$ cat src/hdl/sliding_mode_position_controller_macros.svh
// ----------------------------------------------------------------------------
// Sliding-mode position controller assertion macros
// Implication and next-cycle implication checks, removable with ASSERT_OFF.
// ----------------------------------------------------------------------------
`ifndef SLIDING_MODE_POSITION_CONTROLLER_MACROS_SVH
`define SLIDING_MODE_POSITION_CONTROLLER_MACROS_SVH
`ifndef ASSERT_OFF
`define SMPC_ASSERT_IMP(label, clk, rst_n, ante, cons, msg) \
    label: assert property (@(posedge clk) disable iff (!(rst_n)) (ante) |-> (cons)) \
        else $error(msg);
`define SMPC_ASSERT_NXT(label, clk, rst_n, ante, cons, msg) \
    label: assert property (@(posedge clk) disable iff (!(rst_n)) (ante) |=> (cons)) \
        else $error(msg);
`else
`define SMPC_ASSERT_IMP(label, clk, rst_n, ante, cons, msg)
`define SMPC_ASSERT_NXT(label, clk, rst_n, ante, cons, msg)
`endif
`endif

$ cat src/hdl/smpc_pkg.sv
// ----------------------------------------------------------------------------
// Sliding-mode position controller package
// Widths, payload and command types, register indexes and reset values.
// ----------------------------------------------------------------------------
package smpc_pkg;

    localparam int GAIN_FRAC_BITS = 16;

    localparam int GAIN_W   = 32;
    localparam int STEP_W   = 16;
    localparam int LIMIT_W  = 16;
    localparam int COUNT_W  = 16;
    localparam int TICK_W   = 32;
    localparam int DUTY_W   = 16;
    localparam int MOTION_W = 2;
    localparam int CFG_W    = 32;
    localparam int REG_IDX_W = 3;

    localparam int POS_W  = 32;
    localparam int ERR_W  = POS_W + 1;
    localparam int DIFF_W = ERR_W + 1;
    localparam int MAG_W  = ERR_W;
    localparam int NUM_W  = MAG_W + GAIN_FRAC_BITS;
    localparam int D_W    = NUM_W + 1;
    localparam int REM_W  = TICK_W + 1;
    localparam int DIV_CNT_W = $clog2(NUM_W);

    localparam int OPB_W   = 64;
    localparam int HALF_W  = OPB_W / 2;
    localparam int CHUNK_W = HALF_W + 1;
    localparam int PROD_W  = GAIN_W + CHUNK_W;
    localparam int ACC_W   = GAIN_W + OPB_W;
    localparam int OUT_SHIFT = 2 * GAIN_FRAC_BITS;
    localparam int Q_W     = ACC_W - OUT_SHIFT;

    localparam logic [REG_IDX_W-1:0] REG_PROP_GAIN     = 3'd0;
    localparam logic [REG_IDX_W-1:0] REG_DERIV_GAIN    = 3'd1;
    localparam logic [REG_IDX_W-1:0] REG_SURFACE_SLOPE = 3'd2;
    localparam logic [REG_IDX_W-1:0] REG_SWITCH_GAIN   = 3'd3;
    localparam logic [REG_IDX_W-1:0] REG_SWITCH_SCALE  = 3'd4;
    localparam logic [REG_IDX_W-1:0] REG_SETPOINT_STEP = 3'd5;
    localparam logic [REG_IDX_W-1:0] REG_OUTPUT_LIMIT  = 3'd6;

    localparam logic signed [GAIN_W-1:0] PROP_GAIN_RST     = 32'sd32768;
    localparam logic signed [GAIN_W-1:0] DERIV_GAIN_RST    = 32'sd0;
    localparam logic signed [GAIN_W-1:0] SURFACE_SLOPE_RST = 32'sd98304;
    localparam logic signed [GAIN_W-1:0] SWITCH_GAIN_RST   = 32'sd655360;
    localparam logic signed [GAIN_W-1:0] SWITCH_SCALE_RST  = -32'sd328;
    localparam logic [STEP_W-1:0]        SETPOINT_STEP_RST = 16'd100;
    localparam logic [LIMIT_W-1:0]       OUTPUT_LIMIT_RST  = 16'd500;

    localparam logic [MOTION_W-1:0] MOTION_HOLD    = 2'd0;
    localparam logic [MOTION_W-1:0] MOTION_FORWARD = 2'd1;
    localparam logic [MOTION_W-1:0] MOTION_REVERSE = 2'd2;

    typedef enum logic [2:0] {
        OP_SLOPE_E,
        OP_ONE_D,
        OP_PROP_E,
        OP_DERIV_D,
        OP_SWITCH
    } op_t;

    typedef struct packed {
        logic signed [COUNT_W-1:0] encoder_count;
        logic [TICK_W-1:0]         tick_ms;
        logic                      step_up;
        logic                      step_down;
    } in_t;

    typedef struct packed {
        logic [DUTY_W-1:0]   drive_duty;
        logic [MOTION_W-1:0] motion;
    } out_t;

    typedef struct packed {
        logic load;
        logic calc_e;
        logic calc_diff;
        logic div_init;
        logic div_step;
        logic d_take;
        logic acc_clr;
        logic mul_go;
        op_t  mul_op;
        logic mul_hi;
        logic sg_take;
        logic abs_take;
        logic emit;
    } cmd_t;

    typedef struct packed {
        logic out_free;
    } status_t;

endpackage

$ cat src/hdl/smpc_ctrl.sv
// ----------------------------------------------------------------------------
// Sliding-mode position controller sequencer
// Steps one request through error, divide, multiply-accumulate and result.
// ----------------------------------------------------------------------------
module smpc_ctrl (
    input  logic              aclk,
    input  logic              aresetn,
    input  logic              s_valid,
    output logic              s_ready,
    input  smpc_pkg::status_t status,
    output smpc_pkg::cmd_t    cmd
);

    localparam int DIV_CNT_W = smpc_pkg::DIV_CNT_W;
    localparam logic [DIV_CNT_W-1:0] DIV_LAST = DIV_CNT_W'(smpc_pkg::NUM_W - 1);

    typedef enum logic [3:0] {
        ST_IDLE,
        ST_CALC_E,
        ST_CALC_DIFF,
        ST_DIV_INIT,
        ST_DIV,
        ST_D_TAKE,
        ST_MUL,
        ST_DRAIN,
        ST_SIGN,
        ST_ABS,
        ST_EMIT
    } state_t;

    state_t                 state_reg;
    logic [DIV_CNT_W-1:0]   cnt_reg;
    smpc_pkg::op_t          op_reg;
    logic                   hi_reg;

    always_ff @(posedge aclk) begin
        if (!aresetn) begin
            state_reg <= ST_IDLE;
            cnt_reg   <= '0;
            op_reg    <= smpc_pkg::OP_SLOPE_E;
            hi_reg    <= 1'b0;
        end else begin
            unique case (state_reg)
                ST_IDLE: begin
                    if (s_valid) begin
                        state_reg <= ST_CALC_E;
                    end
                end
                ST_CALC_E:    state_reg <= ST_CALC_DIFF;
                ST_CALC_DIFF: state_reg <= ST_DIV_INIT;
                ST_DIV_INIT: begin
                    cnt_reg   <= '0;
                    state_reg <= ST_DIV;
                end
                ST_DIV: begin
                    if (cnt_reg == DIV_LAST) begin
                        state_reg <= ST_D_TAKE;
                    end else begin
                        cnt_reg <= cnt_reg + 1'b1;
                    end
                end
                ST_D_TAKE: begin
                    op_reg    <= smpc_pkg::OP_SLOPE_E;
                    hi_reg    <= 1'b0;
                    state_reg <= ST_MUL;
                end
                ST_MUL: begin
                    if (!hi_reg) begin
                        hi_reg <= 1'b1;
                    end else begin
                        hi_reg <= 1'b0;
                        unique case (op_reg)
                            smpc_pkg::OP_SLOPE_E: op_reg <= smpc_pkg::OP_ONE_D;
                            smpc_pkg::OP_PROP_E:  op_reg <= smpc_pkg::OP_DERIV_D;
                            smpc_pkg::OP_DERIV_D: op_reg <= smpc_pkg::OP_SWITCH;
                            default:              state_reg <= ST_DRAIN;
                        endcase
                    end
                end
                ST_DRAIN: begin
                    state_reg <= (op_reg == smpc_pkg::OP_ONE_D) ? ST_SIGN : ST_ABS;
                end
                ST_SIGN: begin
                    op_reg    <= smpc_pkg::OP_PROP_E;
                    state_reg <= ST_MUL;
                end
                ST_ABS: state_reg <= ST_EMIT;
                ST_EMIT: begin
                    if (status.out_free) begin
                        state_reg <= ST_IDLE;
                    end
                end
                default: state_reg <= ST_IDLE;
            endcase
        end
    end

    always_comb begin
        cmd        = '0;
        cmd.mul_op = op_reg;
        cmd.mul_hi = hi_reg;
        s_ready    = 1'b0;
        unique case (state_reg)
            ST_IDLE: begin
                s_ready  = 1'b1;
                cmd.load = s_valid;
            end
            ST_CALC_E:    cmd.calc_e    = 1'b1;
            ST_CALC_DIFF: cmd.calc_diff = 1'b1;
            ST_DIV_INIT:  cmd.div_init  = 1'b1;
            ST_DIV:       cmd.div_step  = 1'b1;
            ST_D_TAKE: begin
                cmd.d_take  = 1'b1;
                cmd.acc_clr = 1'b1;
            end
            ST_MUL:       cmd.mul_go    = 1'b1;
            ST_SIGN: begin
                cmd.sg_take = 1'b1;
                cmd.acc_clr = 1'b1;
            end
            ST_ABS:       cmd.abs_take  = 1'b1;
            ST_EMIT:      cmd.emit      = status.out_free;
            default: begin
            end
        endcase
    end

endmodule

$ cat config.mk
export PLATFORM = sky130hd
export DESIGN_NAME = smpc_ctrl
export DESIGN_NICKNAME = d
export VERILOG_FILES = /design/src/hdl/sliding_mode_position_controller_macros.svh /design/src/hdl/smpc_pkg.sv /design/src/hdl/smpc_ctrl.sv
export SDC_FILE = /design/constraint.sdc
export NUM_CORES = 1
export LEC_CHECK = 0
export BUFFER_PORTS_ARGS = -buffer_cell sky130_fd_sc_hd__buf_2
export CAP_MARGIN = 20
export CORE_AREA = 2 2 51 53
export CTS_BUF_LIST = sky130_fd_sc_hd__clkbuf_4 sky130_fd_sc_hd__clkbuf_8 sky130_fd_sc_hd__clkbuf_16
export DETAILED_ROUTE_END_ITERATION = 10
export DIE_AREA = 0 0 53 55
export GPL_TIMING_DRIVEN = 0
export MAX_ROUTING_LAYER = met4
export PLACE_DENSITY = 0.61
export SYNTH_ARGS = -nofsm -noshare
export SYNTH_HDL_FRONTEND = slang
export SYNTH_SLANG_ARGS = --single-unit
$ cat constraint.sdc
create_clock -name aclk -period 2.18 [get_ports aclk]
set_input_delay 0.436 -clock aclk [delete_from_list [all_inputs] [get_ports aclk]]
set_output_delay 0.436 -clock aclk [all_outputs]
set_load 0.02 [all_outputs]
# == After elaboration in Yosys (flattened, before gate mapping) ==
# Cells that the tools add are included.
# totals
register_bits,14
latch_bits,0
ramBits,0
romBits,0
inputBits,4
out_inout_bits,16
word_cells,62
mem_count,0
# op_classes
add_sub_neg,1
multipliers,0
div,0
order_cmp,0
n_eq_ne,21
shift,0
muxes,26
bitwise_logic,0
reduce_logical,10
# ops
operator,count
4-bit case mux with 10 select lines,1
4-bit 2-to-1 mux,5
3-bit case mux with 3 select lines,2
"4-bit by 3-bit == test with 1-bit output, second input constant",4
1-bit 2-to-1 mux,14
"4-bit == test, second input constant",3
"2-bit != test, second input constant",6
6-bit case mux with 2 select lines,1
"4-bit by 2-bit == test with 1-bit output, second input constant",2
"6-bit by 1-bit adder with 6-bit output, second input constant",1
"3-bit by 2-bit == test with 1-bit output, second input constant",2
"6-bit == test, second input constant",1
6-bit 2-to-1 mux,1
5-bit AND reduction,1
"4-bit by 1-bit == test with 1-bit output, second input constant",1
4-bit zero test,1
"4-bit by 1-bit != test with 1-bit output, second input constant",1
2-bit nonzero test,2
"3-bit by 1-bit == test with 1-bit output, second input constant",1
3-bit zero test,1
3-bit 2-to-1 mux,1
3-bit AND reduction,1
3-bit nonzero test,1
3-bit OR reduction,1
other kinds (3),3

# == Logic depth before layout (Yosys ltp) ==
# logic_depth
depth_word,5
mapped_depth,7
ltp_nobuf,5

# == Least setup slack after synthesis ==
# OpenSTA, ideal clock, no wires.
# synth_path
kind,register to output
from,register state_reg[2]
to,output port cmd[14] in the netlist's numbering
arrival_ns,1.637
t_required_ns,1.744
setup_slack_ns,0.107
stages_incl_launch_ff,4
n_path_buf,1
cell_sequence,dfxtp_1 > clkbuf_1 > nor4_1 > and2_1
# synth_rtl
item,line,source
from (decl),smpc_ctrl.sv:31,state_t state_reg;
from (signal assigned),smpc_ctrl.sv:81,state_reg <= (op_reg == smpc_pkg::OP_ONE_D) ? ST_SIGN : ST_ABS;
to (decl),smpc_ctrl.sv:11,output smpc_pkg::cmd_t cmd

==> run summary <==
Largest register FFs - 6
Global-route wire length before repair - 3339 um
CP Data Required Time - 1.74 ns
Synth Area in Adders - 0.02751
RSZ-0062 raised after global routing - no
Die ar. - 2915 um^2
R2R setup slack - 0.25 ns
# setup viols final - 0
Pwr Density - 934.5 nW/um^2
Asr flop ratio synth - 0
Synth Area in Simple Gates - 0.3081
Crit-path slowest cell - dfxtp_1
GRT Total Usage - 0.1581
Synth area leaders - dfxtp_1 (31%), nor2_1 (5.4%), a21oi_1 (5.0%)
Yosys warns - 0
TritonCTS clock tree - done
Initial antenna violation count - 0
Peak Freq - 0.4922 GHz
Slew headroom - 0.5692
Crit Reg-Reg Endpoint - cnt_reg[4]
Iter 0 DRT Violations - 8
Max Cap Viol - 0
WP buf/inv - 2
Status - completed
Root Driver - clkbuf_4
Cts bufs inserted - 3
Number of synthesized flops with an enable pin - 0
Fin crit share - 0.9321
Sequential fraction of the synthesis area - 0.3081
Final hold violations - 0
Clk pin slew, worst setup/hold paths - 0.09 ns
Worst-skew pair later-pin latency - 0.29 ns
Critical Path End - cmd[8]
Largest net degree at the start of global routing - 11
Top Ports - 20
Cell variety after synth - 37
Via count - 904
Share of the synthesized area in the top cell type - 0.3081
Worst IR drop on VDD - 0.4995 mV
Antenna-violating nets left - 0
Drt via density - 5.318
Initial Util - 0.3847
Overall power - 0.001011 W
Die Span X - 53 um
CP startpoint kind - flip-flop
Clock buffer depth - 2
Critical-path cell list - clkbuf_1 -> nor2b_1 -> mux2i_1 -> nor2_1 -> buf_2
GPL Wtd Cong - 0.7654
Post-synthesis mux area share - 0.01100
Core footprint - 2365 um^2
Post-layout min period - 2.032 ns
CP peak stage delay - 0.41 ns
Vias in the first global route - 783
Nets - 147
Hold_buf cts - 0
Hold Crit Class - in -> reg
Main synth FF type - dfxtp_1
Syn nets - 123
Synthesized netlist cell count - 117
Leading area contributor after synthesis - dfxtp_1
Reg2Reg Depth - 5
Worst Path Arrival - 1.60 ns
Die Ht - 55 um
Synth-to-layout area growth - 18.98%
Setup tns final - 0 ns
Antenna cells - 0
Crit path max-delay family - buffers and inverters
Fin Clk Skew - 0.002575 ns
CP startpoint - state_reg[2]
CP Capture Type - output pin
Post-DP HPWL - 1571 um
DRT Pass-1 Iters - 4
Final core utilization - 0.4577
Post CTS Setup Buffer Count - 0
Clk sinks - 14
Leakage Power - 0.4637 nW
Row cnt - 18
Synth Area in Compound Gates - 0.2448
Worst-Margin Slew - 0.6372 ns
Cell area after synthesis - 909.6 um^2
Port Buf Inserts - 19
Critical path depth - 5
Layout cells sized above 1 - 0.2214
Slew Viols, Final - 0
CTS H-tree depth - 1
Post-synthesis area per instance - 7.775 um^2
Grt ovf - 0
DR WL/cell - 12.35 um
Worst R2R Start - state_reg[3]
Setup Crit Path Kind - reg -> out
Largest family of logic cells by synthesized area - simple AND/OR/NAND/NOR gates
Synth Area in XOR/XNOR - 0.02889
Worst Path Max Fanout - 10
Yosys reg bits - 14
Total Wirelength - 2100 um
# DRC - 0
where the power goes:
group | leakage, nW | total [W] | switching (W) | internal [W]
sequential | 0.114 | 0.000325 | 0.0000378 | 0.000287
clock | 0.0210 | 0.000194 | 0.0000921 | 0.000102
combinational | 0.329 | 0.000493 | 0.000310 | 0.000183
metal layers:
metal	wire [um]	vias to the layer above	GRT usage	share of wire
li1	-	466	-	-
met1	1025	416	0.2036	0.49
met2	973	17	0.2542	0.46
met3	68	5	0.01613	0.032
met4	32	0	0.06838	0.015
met5	0	-	-	0
Yosys cell counts, types with 2 or more instances:
cell type / number
dfxtp_1: 14
nor2_1: 13
a21oi_1: 9
nand2_1: 8
o21ai_0: 8
clkbuf_1: 6
inv_1: 5
nor2b_1: 5
nand3_1: 4
nor3_1: 4
o21a_1: 4
a21boi_0: 3
a2111o_1: 2
a41oi_1: 2
and2_1: 2
and4b_1: 2
ha_1: 2
nand2b_1: 2
nor3b_1: 2
nor4b_1: 2
xnor2_1: 2
logic make-up (layout without fill, tap and decap cells):
| group | count (synthesis) | after routing |
|---|---|---|
| buffers and inverters | 14 | 37 |
| flip-flops | 14 | 14 |
| AO/OA/AOI/OAI | 33 | 33 |
| multiplexers | 1 | 1 |
| adder cells (fa/ha/maj) | 2 | 2 |
| AND/OR/NAND/NOR | 50 | 50 |
| XOR/XNOR | 3 | 3 |
repair_timing:
action	in CTS	in global routing
hold endpoints to repair	0	0
resized for setup	0	6
setup endpoints to repair	0	4
how the worst min path moves through the flow:
stage	cells past startpoint	start	to
after global placement	2	op_reg[2]	op_reg[2]
after detailed placement	2	cnt_reg[2]	cnt_reg[2]
after global routing	2	aresetn	state_reg[0]
after floorplan	2	cnt_reg[4]	cnt_reg[4]
after CTS	2	aresetn	state_reg[0]
final	2	aresetn	state_reg[0]
area by class of cell:
class                           instances  area, um^2
Timing Repair Buffer                   19       95.09
Inverter                                5       18.77
Sequential cell                        14       280.3
Clock buffer                            4       36.28
Tap cell                               30       37.54
Buffer                                  9       50.05
Multi-Input combinational cell         89       564.3
Fill cell                             257        1282
placed cells by master, fill, tap and decap left out, types with 3 or more instances in the layout:
cell,count
buf_2,20
dfxtp_1,14
nor2_1,13
a21oi_1,9
nand2_1,8
o21ai_0,8
inv_1,5
nor2b_1,5
nor3_1,4
nand3_1,4
o21a_1,4
clkbuf_2,3
clkbuf_1,3
a21boi_0,3
clkbuf_4,3
per-stage QoR:
step / setup WS, ns / area, um^2 / std cells / hold slack, ns
floorplan: 0.1070 / 909.6 / 117 / 0.4851
global placement: 0.3225 / 1042 / 166 / 0.5131
detailed placement: 0.2889 / 1042 / 166 / 0.5244
CTS: 0.07113 / 1079 / 170 / 0.4769
global route: 0.03413 / 1082 / 170 / 0.4816
finish: 0.1481 / 1082 / 170 / 0.4763
No activity file was read; power rests on OpenSTA's default activity.
