**src/hdl/sliding_mode_position_controller_macros.svh**
```systemverilog
// ----------------------------------------------------------------------------
// Sliding-mode position controller assertion macros
// Implication and next-cycle implication checks, removable with ASSERT_OFF.
// ----------------------------------------------------------------------------
`ifndef SLIDING_MODE_POSITION_CONTROLLER_MACROS_SVH
`define SLIDING_MODE_POSITION_CONTROLLER_MACROS_SVH
`ifndef ASSERT_OFF
`define SMPC_ASSERT_IMP(label, clk, rst_n, ante, cons, msg) \
    label: assert property (@(posedge clk) disable iff (!(rst_n)) (ante) |-> (cons)) \
        else $error(msg);
`define SMPC_ASSERT_NXT(label, clk, rst_n, ante, cons, msg) \
    label: assert property (@(posedge clk) disable iff (!(rst_n)) (ante) |=> (cons)) \
        else $error(msg);
`else
`define SMPC_ASSERT_IMP(label, clk, rst_n, ante, cons, msg)
`define SMPC_ASSERT_NXT(label, clk, rst_n, ante, cons, msg)
`endif
`endif

```
**src/hdl/smpc_pkg.sv**
```systemverilog
// ----------------------------------------------------------------------------
// Sliding-mode position controller package
// Widths, payload and command types, register indexes and reset values.
// ----------------------------------------------------------------------------
package smpc_pkg;

    localparam int GAIN_FRAC_BITS = 16;

    localparam int GAIN_W   = 32;
    localparam int STEP_W   = 16;
    localparam int LIMIT_W  = 16;
    localparam int COUNT_W  = 16;
    localparam int TICK_W   = 32;
    localparam int DUTY_W   = 16;
    localparam int MOTION_W = 2;
    localparam int CFG_W    = 32;
    localparam int REG_IDX_W = 3;

    localparam int POS_W  = 32;
    localparam int ERR_W  = POS_W + 1;
    localparam int DIFF_W = ERR_W + 1;
    localparam int MAG_W  = ERR_W;
    localparam int NUM_W  = MAG_W + GAIN_FRAC_BITS;
    localparam int D_W    = NUM_W + 1;
    localparam int REM_W  = TICK_W + 1;
    localparam int DIV_CNT_W = $clog2(NUM_W);

    localparam int OPB_W   = 64;
    localparam int HALF_W  = OPB_W / 2;
    localparam int CHUNK_W = HALF_W + 1;
    localparam int PROD_W  = GAIN_W + CHUNK_W;
    localparam int ACC_W   = GAIN_W + OPB_W;
    localparam int OUT_SHIFT = 2 * GAIN_FRAC_BITS;
    localparam int Q_W     = ACC_W - OUT_SHIFT;

    localparam logic [REG_IDX_W-1:0] REG_PROP_GAIN     = 3'd0;
    localparam logic [REG_IDX_W-1:0] REG_DERIV_GAIN    = 3'd1;
    localparam logic [REG_IDX_W-1:0] REG_SURFACE_SLOPE = 3'd2;
    localparam logic [REG_IDX_W-1:0] REG_SWITCH_GAIN   = 3'd3;
    localparam logic [REG_IDX_W-1:0] REG_SWITCH_SCALE  = 3'd4;
    localparam logic [REG_IDX_W-1:0] REG_SETPOINT_STEP = 3'd5;
    localparam logic [REG_IDX_W-1:0] REG_OUTPUT_LIMIT  = 3'd6;

    localparam logic signed [GAIN_W-1:0] PROP_GAIN_RST     = 32'sd32768;
    localparam logic signed [GAIN_W-1:0] DERIV_GAIN_RST    = 32'sd0;
    localparam logic signed [GAIN_W-1:0] SURFACE_SLOPE_RST = 32'sd98304;
    localparam logic signed [GAIN_W-1:0] SWITCH_GAIN_RST   = 32'sd655360;
    localparam logic signed [GAIN_W-1:0] SWITCH_SCALE_RST  = -32'sd328;
    localparam logic [STEP_W-1:0]        SETPOINT_STEP_RST = 16'd100;
    localparam logic [LIMIT_W-1:0]       OUTPUT_LIMIT_RST  = 16'd500;

    localparam logic [MOTION_W-1:0] MOTION_HOLD    = 2'd0;
    localparam logic [MOTION_W-1:0] MOTION_FORWARD = 2'd1;
    localparam logic [MOTION_W-1:0] MOTION_REVERSE = 2'd2;

    typedef enum logic [2:0] {
        OP_SLOPE_E,
        OP_ONE_D,
        OP_PROP_E,
        OP_DERIV_D,
        OP_SWITCH
    } op_t;

    typedef struct packed {
        logic signed [COUNT_W-1:0] encoder_count;
        logic [TICK_W-1:0]         tick_ms;
        logic                      step_up;
        logic                      step_down;
    } in_t;

    typedef struct packed {
        logic [DUTY_W-1:0]   drive_duty;
        logic [MOTION_W-1:0] motion;
    } out_t;

    typedef struct packed {
        logic load;
        logic calc_e;
        logic calc_diff;
        logic div_init;
        logic div_step;
        logic d_take;
        logic acc_clr;
        logic mul_go;
        op_t  mul_op;
        logic mul_hi;
        logic sg_take;
        logic abs_take;
        logic emit;
    } cmd_t;

    typedef struct packed {
        logic out_free;
    } status_t;

endpackage

```
**src/hdl/smpc_dpath.sv**
```systemverilog
// ----------------------------------------------------------------------------
// Sliding-mode position controller datapath
// Settings, state, radix-2 divider, shared multiply-accumulate and result.
// ----------------------------------------------------------------------------
module smpc_dpath (
    input  logic                              aclk,
    input  logic                              aresetn,
    input  logic                              cfg_wr_en,
    input  logic [smpc_pkg::REG_IDX_W-1:0]    cfg_index,
    input  logic [smpc_pkg::CFG_W-1:0]        cfg_data,
    input  smpc_pkg::in_t                     in_data,
    input  smpc_pkg::cmd_t                    cmd,
    output smpc_pkg::status_t                 status,
    output logic                              m_valid,
    input  logic                              m_ready,
    output smpc_pkg::out_t                    m_data
);

    localparam int GAIN_W  = smpc_pkg::GAIN_W;
    localparam int STEP_W  = smpc_pkg::STEP_W;
    localparam int LIMIT_W = smpc_pkg::LIMIT_W;
    localparam int POS_W   = smpc_pkg::POS_W;
    localparam int ERR_W   = smpc_pkg::ERR_W;
    localparam int DIFF_W  = smpc_pkg::DIFF_W;
    localparam int MAG_W   = smpc_pkg::MAG_W;
    localparam int NUM_W   = smpc_pkg::NUM_W;
    localparam int D_W     = smpc_pkg::D_W;
    localparam int REM_W   = smpc_pkg::REM_W;
    localparam int OPB_W   = smpc_pkg::OPB_W;
    localparam int HALF_W  = smpc_pkg::HALF_W;
    localparam int CHUNK_W = smpc_pkg::CHUNK_W;
    localparam int PROD_W  = smpc_pkg::PROD_W;
    localparam int ACC_W   = smpc_pkg::ACC_W;
    localparam int Q_W     = smpc_pkg::Q_W;
    localparam int FRAC    = smpc_pkg::GAIN_FRAC_BITS;
    localparam int SUM_W   = POS_W + 1;

    localparam logic signed [SUM_W-1:0] POS_MAX = SUM_W'((64'sd1 <<< (POS_W - 1)) - 64'sd1);
    localparam logic signed [SUM_W-1:0] POS_MIN = SUM_W'(-(64'sd1 <<< (POS_W - 1)));

    logic signed [GAIN_W-1:0]  prop_gain_reg;
    logic signed [GAIN_W-1:0]  deriv_gain_reg;
    logic signed [GAIN_W-1:0]  surface_slope_reg;
    logic signed [GAIN_W-1:0]  switch_gain_reg;
    logic signed [GAIN_W-1:0]  switch_scale_reg;
    logic [STEP_W-1:0]         setpoint_step_reg;
    logic [LIMIT_W-1:0]        output_limit_reg;

    logic signed [POS_W-1:0]   target_reg;
    logic signed [POS_W-1:0]   target_next;
    logic signed [ERR_W-1:0]   prev_err_reg;
    logic [smpc_pkg::TICK_W-1:0] prev_tick_reg;

    logic signed [smpc_pkg::COUNT_W-1:0] count_reg;
    logic [smpc_pkg::TICK_W-1:0] tick_reg;
    logic signed [ERR_W-1:0]   e_reg;
    logic signed [DIFF_W-1:0]  diff_reg;
    logic [smpc_pkg::TICK_W-1:0] dt_reg;
    logic [REM_W-1:0]          rem_reg;
    logic [REM_W-1:0]          rem_next;
    logic [NUM_W-1:0]          quo_reg;
    logic [NUM_W-1:0]          quo_next;
    logic signed [D_W-1:0]     d_reg;
    logic signed [PROD_W-1:0]  prod_reg;
    logic                      prod_hi_reg;
    logic                      prod_vld_reg;
    logic signed [ACC_W-1:0]   acc_reg;
    logic signed [ACC_W-1:0]   acc_next;
    logic                      sg_neg_reg;
    logic                      sg_nz_reg;
    logic [ACC_W-1:0]          mag_reg;
    logic                      m_valid_reg;
    smpc_pkg::out_t            out_reg;

    logic signed [SUM_W-1:0]   tgt_inc;
    logic signed [SUM_W-1:0]   tgt_dec;
    logic signed [SUM_W-1:0]   step_ext;
    logic signed [DIFF_W-1:0]  diff_abs;
    logic [REM_W-1:0]          rem_sh;
    logic [REM_W-1:0]          dt_ext;
    logic                      rem_ge;
    logic signed [GAIN_W-1:0]  mul_gain;
    logic signed [OPB_W-1:0]   mul_opb;
    logic signed [OPB_W-1:0]   scale_ext;
    logic signed [CHUNK_W-1:0] mul_chunk;
    logic signed [PROD_W-1:0]  prod_full;
    logic signed [ACC_W-1:0]   acc_add;
    logic [Q_W-1:0]            q_val;
    logic                      q_over;
    logic [smpc_pkg::DUTY_W-1:0] duty_val;

    // setpoint step with saturation
    always_comb begin
        step_ext = signed'(SUM_W'(setpoint_step_reg));
        tgt_inc  = SUM_W'(target_reg) + step_ext;
        tgt_dec  = SUM_W'(target_reg) - step_ext;
        if (in_data.step_up) begin
            target_next = (tgt_inc > POS_MAX) ? POS_W'(POS_MAX) : tgt_inc[POS_W-1:0];
        end else if (in_data.step_down) begin
            target_next = (tgt_dec < POS_MIN) ? POS_W'(POS_MIN) : tgt_dec[POS_W-1:0];
        end else begin
            target_next = target_reg;
        end
    end

    // restoring divider step
    always_comb begin
        diff_abs = diff_reg[DIFF_W-1] ? -diff_reg : diff_reg;
        rem_sh   = {rem_reg[REM_W-2:0], quo_reg[NUM_W-1]};
        dt_ext   = REM_W'(dt_reg);
        rem_ge   = (rem_sh >= dt_ext);
        rem_next = rem_ge ? (rem_sh - dt_ext) : rem_sh;
        quo_next = {quo_reg[NUM_W-2:0], rem_ge};
    end

    // multiplier operand select
    always_comb begin
        scale_ext = OPB_W'(switch_scale_reg);
        unique case (cmd.mul_op)
            smpc_pkg::OP_SLOPE_E: begin
                mul_gain = surface_slope_reg;
                mul_opb  = OPB_W'(e_reg);
            end
            smpc_pkg::OP_ONE_D: begin
                mul_gain = GAIN_W'(1);
                mul_opb  = OPB_W'(d_reg);
            end
            smpc_pkg::OP_PROP_E: begin
                mul_gain = prop_gain_reg;
                mul_opb  = OPB_W'(e_reg) <<< FRAC;
            end
            smpc_pkg::OP_DERIV_D: begin
                mul_gain = deriv_gain_reg;
                mul_opb  = OPB_W'(d_reg);
            end
            smpc_pkg::OP_SWITCH: begin
                mul_gain = switch_gain_reg;
                if (!sg_nz_reg) begin
                    mul_opb = '0;
                end else if (sg_neg_reg) begin
                    mul_opb = -scale_ext;
                end else begin
                    mul_opb = scale_ext;
                end
            end
            default: begin
                mul_gain = '0;
                mul_opb  = '0;
            end
        endcase
        if (cmd.mul_hi) begin
            mul_chunk = {mul_opb[OPB_W-1], mul_opb[OPB_W-1:HALF_W]};
        end else begin
            mul_chunk = {1'b0, mul_opb[HALF_W-1:0]};
        end
        prod_full = PROD_W'(mul_gain) * PROD_W'(mul_chunk);
    end

    always_comb begin
        acc_add  = prod_hi_reg ? (ACC_W'(prod_reg) <<< HALF_W) : ACC_W'(prod_reg);
        acc_next = acc_reg + acc_add;
    end

    // clamp and direction
    always_comb begin
        q_val    = mag_reg[ACC_W-1:smpc_pkg::OUT_SHIFT];
        q_over   = (|q_val[Q_W-1:LIMIT_W]) || (q_val[LIMIT_W-1:0] > output_limit_reg);
        duty_val = q_over ? output_limit_reg : q_val[LIMIT_W-1:0];
    end

    always_ff @(posedge aclk) begin
        if (!aresetn) begin
            prop_gain_reg     <= smpc_pkg::PROP_GAIN_RST;
            deriv_gain_reg    <= smpc_pkg::DERIV_GAIN_RST;
            surface_slope_reg <= smpc_pkg::SURFACE_SLOPE_RST;
            switch_gain_reg   <= smpc_pkg::SWITCH_GAIN_RST;
            switch_scale_reg  <= smpc_pkg::SWITCH_SCALE_RST;
            setpoint_step_reg <= smpc_pkg::SETPOINT_STEP_RST;
            output_limit_reg  <= smpc_pkg::OUTPUT_LIMIT_RST;
            target_reg        <= '0;
            prev_err_reg      <= '0;
            prev_tick_reg     <= '0;
            prod_vld_reg      <= 1'b0;
            m_valid_reg       <= 1'b0;
        end else begin
            if (cfg_wr_en) begin
                unique case (cfg_index)
                    smpc_pkg::REG_PROP_GAIN:     prop_gain_reg     <= cfg_data;
                    smpc_pkg::REG_DERIV_GAIN:    deriv_gain_reg    <= cfg_data;
                    smpc_pkg::REG_SURFACE_SLOPE: surface_slope_reg <= cfg_data;
                    smpc_pkg::REG_SWITCH_GAIN:   switch_gain_reg   <= cfg_data;
                    smpc_pkg::REG_SWITCH_SCALE:  switch_scale_reg  <= cfg_data;
                    smpc_pkg::REG_SETPOINT_STEP: setpoint_step_reg <= cfg_data[STEP_W-1:0];
                    smpc_pkg::REG_OUTPUT_LIMIT:  output_limit_reg  <= cfg_data[LIMIT_W-1:0];
                    default: begin
                    end
                endcase
            end
            if (cmd.load) begin
                target_reg <= target_next;
            end
            if (cmd.calc_diff) begin
                prev_err_reg  <= e_reg;
                prev_tick_reg <= tick_reg;
            end
            prod_vld_reg <= cmd.mul_go;
            if (cmd.emit) begin
                m_valid_reg <= 1'b1;
            end else if (m_ready) begin
                m_valid_reg <= 1'b0;
            end
        end
    end

    always_ff @(posedge aclk) begin
        if (cmd.load) begin
            count_reg <= in_data.encoder_count;
            tick_reg  <= in_data.tick_ms;
        end
        if (cmd.calc_e) begin
            e_reg <= ERR_W'(target_reg) - ERR_W'(count_reg);
        end
        if (cmd.calc_diff) begin
            diff_reg <= DIFF_W'(e_reg) - DIFF_W'(prev_err_reg);
            dt_reg   <= tick_reg - prev_tick_reg;
        end
        if (cmd.div_init) begin
            rem_reg <= '0;
            quo_reg <= {diff_abs[MAG_W-1:0], {FRAC{1'b0}}};
        end else if (cmd.div_step) begin
            rem_reg <= rem_next;
            quo_reg <= quo_next;
        end
        if (cmd.d_take) begin
            if (dt_reg == '0) begin
                d_reg <= '0;
            end else if (diff_reg[DIFF_W-1]) begin
                d_reg <= -signed'({1'b0, quo_reg});
            end else begin
                d_reg <= signed'({1'b0, quo_reg});
            end
        end
        if (cmd.mul_go) begin
            prod_reg    <= prod_full;
            prod_hi_reg <= cmd.mul_hi;
        end
        if (cmd.acc_clr) begin
            acc_reg <= '0;
        end else if (prod_vld_reg) begin
            acc_reg <= acc_next;
        end
        if (cmd.sg_take) begin
            sg_neg_reg <= acc_reg[ACC_W-1];
            sg_nz_reg  <= |acc_reg;
        end
        if (cmd.abs_take) begin
            mag_reg <= acc_reg[ACC_W-1] ? -acc_reg : acc_reg;
        end
        if (cmd.emit) begin
            if (e_reg > 0) begin
                out_reg.motion     <= smpc_pkg::MOTION_FORWARD;
                out_reg.drive_duty <= duty_val;
            end else if (e_reg < 0) begin
                out_reg.motion     <= smpc_pkg::MOTION_REVERSE;
                out_reg.drive_duty <= duty_val;
            end else begin
                out_reg.motion     <= smpc_pkg::MOTION_HOLD;
                out_reg.drive_duty <= '0;
            end
        end
    end

    assign status.out_free = !m_valid_reg || m_ready;
    assign m_valid         = m_valid_reg;
    assign m_data          = out_reg;

endmodule

```
**config.mk**
```make
export PLATFORM = sky130hd
export DESIGN_NAME = smpc_dpath
export DESIGN_NICKNAME = d
export VERILOG_FILES = /design/src/hdl/sliding_mode_position_controller_macros.svh /design/src/hdl/smpc_pkg.sv /design/src/hdl/smpc_dpath.sv
export SDC_FILE = /design/constraint.sdc
export NUM_CORES = 2
export LEC_CHECK = 0
export BUFFER_PORTS_ARGS = -buffer_cell sky130_fd_sc_hd__buf_2
export CAP_MARGIN = 20
export CORE_MARGIN = 2
export CORE_UTILIZATION = 45
export CTS_BUF_LIST = sky130_fd_sc_hd__clkbuf_16
export CTS_CLUSTER_DIAMETER = 120
export DETAILED_ROUTE_END_ITERATION = 10
export PLACE_DENSITY = 0.6
export REMOVE_ABC_BUFFERS = 1
export SYNTH_ARGS = -nofsm -noshare
export SYNTH_HDL_FRONTEND = slang
export SYNTH_SLANG_ARGS = --single-unit
```
**constraint.sdc**
```tcl
create_clock -name aclk -period 14 [get_ports aclk]
set_input_delay 0.7 -clock aclk [delete_from_list [all_inputs] [get_ports aclk]]
set_output_delay 0.7 -clock aclk [all_outputs]
set_load 0.05 [all_outputs]
```
### After elaboration in Yosys (flattened, before gate mapping)

Index checks and enable logic that the tools add are counted.

* ROM bits: 0
* bits of input ports: 104
* latch bits: 0
* register bits after elaboration: 847
* bits in writable memories: 0
* output and inout port bits: 20
* memories: 0

* equality and inequality tests: 10
* divide/modulo/power cells: 0
* shifts and indexed selects: 0
* reductions and logical operators: 21
* multipliers: 1
* add/sub/neg operators: 11
* $lt $le $gt $ge: 6
* bitwise operators: 1
* muxes and demuxes: 21

Operator list (count)
* $pmux W64 S4: 1
* $mux W32: 5
* $pmux W32 S5: 1
* $mux W49: 3
* $mux W64: 2
* $add A96 B96 Y96: 1
* $mux W96: 1
* $neg A96 Y96: 1
* $reduce_or A96 Y1: 1
* $mux W95: 1
* $mux W33: 2
* $mul A32 B33 Y65: 1
* $neg A32 Y64: 1
* $sub A32 B32 Y32: 2
* $neg A49 Y50: 1
* $reduce_or A48 Y1: 1
* $mux W18: 2
* $sub A33 B33 Y34: 1
* $add A32 B17 Y33: 1
* $ge A33 B32 Y1: 1
* $gt A33 B1 Y1 const B: 1
* $gt A33 B32 Y1 const B: 1
* $lt A33 B1 Y1 const B: 1
* $lt A33 B32 Y1 const B: 1
* 17 further kinds: 37

### Longest topological paths before layout

* depth after elaboration: 6
* depth in mapped cells: 42
* gate-level depth less buffers: 41

### Worst setup path before layout

Ideal clock, no wire load.

* path kind: register to register
* start point: register switch_scale_reg[9]
* end point: register prod_reg[63], data pin
* buffers on the path: 1
* arrival: 10.651 ns
* data required time: 13.742 ns
* setup slack: 3.091 ns
* stages on the path, launching flop included: 41
* cells stage by stage: dfxtp_1 > or4_1 > or2_1 > nor4b_2 > nand3_1 > or4_1 > or2_1 > o211ai_1 > a21oi_1 > nand3b_1 > a221o_1 > o211ai_1 > buf_2 > nor2_1 > fa_1 > fa_1 > fa_1 > inv_1 > [... 5 more ...] > inv_1 > fa_1 > inv_1 > fa_1 > inv_1 > ha_1 > a211oi_1 > o31ai_1 > a31oi_1 > o211ai_1 > a21oi_1 > o211a_1 > o31ai_1 > o31a_1 > a211o_1 > a221o_1 > a21oi_1 > xnor2_1

* cells in the longest elaborated chain, start to end: 6

Ends and longest elaborated chain
* from (decl): RTL line smpc_dpath.sv:45 `logic signed [GAIN_W-1:0] switch_scale_reg;`
* from (signal assigned): RTL line smpc_dpath.sv:177 `switch_scale_reg <= smpc_pkg::SWITCH_SCALE_RST;`
* from (signal assigned): RTL line smpc_dpath.sv:192 `smpc_pkg::REG_SWITCH_SCALE: switch_scale_reg <= cfg_data;`
* $neg A32 Y64: RTL line smpc_dpath.sv:141 `mul_opb = -scale_ext;`
* $mux W64 (*): RTL line smpc_dpath.sv:140 `end else if (sg_neg_reg) begin`
* $mux W64 (*): RTL line smpc_dpath.sv:138 `if (!sg_nz_reg) begin`
* $pmux W64 S4 (*): RTL line smpc_dpath.sv:119 `unique case (cmd.mul_op)`
* $mux W33 (*): RTL line smpc_dpath.sv:151 `if (cmd.mul_hi) begin`
* $mul A32 B33 Y65 (*): RTL line smpc_dpath.sv:156 `prod_full = PROD_W'(mul_gain) * PROD_W'(mul_chunk);`
* named net prod_full[63]: RTL line smpc_dpath.sv:86 `logic signed [PROD_W-1:0] prod_full;`
* to (signal assigned): RTL line smpc_dpath.sv:244 `prod_reg <= prod_full;`
* to (decl): RTL line smpc_dpath.sv:64 `logic signed [PROD_W-1:0] prod_reg;`

Mark *: on every way through the listed nets, which the timed path passes. The rest lies on a longest branch.
A chain may end at the register's enable or synchronous reset.

### Worst setup path after layout

Ends and elaborated chain as after synthesis.

==> flow_summary.ini <==
[synthesis]
syn_area_per_cell_um2 = 8.808
synth_area_leaders = fa_1 (26%), edfxtp_1 (13%), dfxtp_1 (10%), ha_1 (6.7%), inv_1 (6.2%)
synth_ff_type = dfxtp_1
yosys-top-cells-count = inv_1 (1,415), nand2_1 (1,391), fa_1 (1,119)
async_reset_ff_share_pct = 0
synth_cells = 9705
ys_seq_elements = 815
yosysTopAreaCellShare_pct = 26.21
yosysMostFrequentCell = inv_1
yosys.cell_types.count = 90
yosysTopAreaCell = fa_1
synth_area_mm2 = 0.08548
synth_edf_count = 380
ys_seq_area_share_pct = 23.54
yosysWarnings = 0

[setup_path]
cp-start-kind = register
rrSetupSlack_ps = 1360
cp-end-kind = register
cp_common_cell = fa_1
worstReg2RegEnd = prod_reg[63]
slowest_delay_ps = 620
crit_family = adder cells
ff2ff_path_depth = 39
worstSetupPathType = reg -> reg
crit_fanout = 10
cp.depth = 39
critPathBufInv = 6
critical_path_arrival_ps = 13120
startpoint = switch_scale_reg[9]
critPathSlowestCell = nand2_1
endpoint = prod_reg[63]
worstPathRequired_ps = 14480
worstReg2RegStart = switch_scale_reg[9]

[sta]
worstMarginPinSlew_ps = 1244
fin_crit_ps = 12640
rsz0062_at_grt = no
max-slew-margin-rel_pct = 17.10
fmax_mhz = 79.11
final_hold_viol_count = 0
finalMaxSlewViolations = 0
setup_viol = 0
clock_skew_ps = 45.83
fin_tns_setup_ps = 0
whs_ps = 137.9
post-route-period-util_pct = 90.29

[floorplanning]
initial_core_util_pct = 45.42
dieArea_mm2 = 0.1935
io_pins = 124
coreArea_mm2 = 0.1882
die_x_um = 439.8
num_rows = 159
fp.dieH_um = 439.8

[drt]
wl_um = 293100
wire_per_inst_um = 24.05
drtIter0Drc = 6322
wl_met1_um = 122900
dr_total_vias = 69591
ant_nets = 0
drc = 0
dr.max_layer_used = met5
dr.pass1.iters = 6
dr_wl_met3_um = 25450
vias_per_cell = 5.709
wl_met2_um = 130600

[clock_tree]
cts_buffer_depth = 3
htreeDepth = 3
numCtsBuffers = 94
ctsHoldBuffers = 0
clkSinkCount = 815
cts_setup_buffers = 0
cts-root-buf = clkbuf_16
cts_tree = done
clk_pin_slew_ps = 60
ctsResizeCount = 0
insertion_delay_ps = 740

[layout]
nets = 11293
layout.cells.non_filler = 12189
largest_reg_flops = 96
layout-drive-gt1-share_pct = 5.758
syn2layout_area_growth_pct = 7.767

[place]
dp_cells = 12006
portBuffers = 123
routabilityCongestion = 0.9969
post-dp-hpwl_um = 229400

[power]
p_leak_uw = 0.04158
powerDensity_mw_per_mm2 = 92.02
peakVddDrop_uv = 97.22

[global_routing]
grt_max_degree = 169
grt_pass1_vias = 70089
antenna_found_initial = 13
grt_usage_pct = 30.30
grt_first_pass_wirelength_um = 440800
overflow = 0

[hold_path]
hold_class = in -> reg

[job]
cap_violations = 0

[run_status]
status = finished, final reports clean
## report_power, final
group | switching, µW | internal [µW]
Clock | 1080 | 1390
Combinational | 1800 | 1020
Sequential | 334 | 2850
Total | 3220 | 5260
## cell usage in the layout (no fill, tap or decap), types with 291 or more instances in the layout
cell type  Yosys  routed
a21oi_1      545     544
dfxtp_1      435     433
edfxtp_1     380     380
fa_1        1119    1119
ha_1         461     461
inv_1       1415    1446
nand2_1     1391    1389
nor2_1       980     970
o21ai_0      336     335
xnor2_1      291     291
## area by class of cell
type	count	area [µm²]
antenna	3	7.507
clock buffer	98	2452
clock inverter	80	635.6
fill	18092	96080
inverter	1416	5320
multi-input combinational	6999	58580
sequential	815	20120
tap	2495	3122
timing repair buffer	283	1877
## through the flow
step                      worst slack [ps]  total power, µW  utilization, %  area [µm²]
after floorplan                       2157             4934               -       83690
after global placement                1769             5960           47.28       88980
after detailed placement              1688             5994           47.29       89000
after CTS                             1666             8484           48.93       92090
after global routing                 885.8             8901           48.95       92120
final                                 1360             8477           48.95       92120
## logic make-up after synthesis
kind of cell | synth area share, %
xor gates and xnor gates | 4.682
DFF | 23.54
adders and majority gates | 32.95
and+or+nand+nor | 15.74
AOI/OAI and AO/OA | 12.24
buffers and inverters | 8.314
muxes | 2.529
## how the worst min path moves through the flow
stage	from	slack [ps]	to	depth (start not counted)
4_1_cts	in_data[28]	80	tick_reg[26]	1
3_5_place_dp	surface_slope_reg[0]	440	surface_slope_reg[0]	2
5_1_grt	in_data[41]	100	count_reg[7]	1
6_report	in_data[46]	140	count_reg[12]	1
3_3_place_gp	surface_slope_reg[0]	440	surface_slope_reg[0]	2
2_1_floorplan	surface_slope_reg[0]	430	surface_slope_reg[0]	2
## per-layer routing
layer / up-vias / global-route usage, %
met2: 2811 / 47.12
met5: - / 0
li1: 31376 / -
met4: 8 / 12.82
met1: 34712 / 41.04
met3: 684 / 6.305
Note: power is estimated with default switching activity, not from simulation.
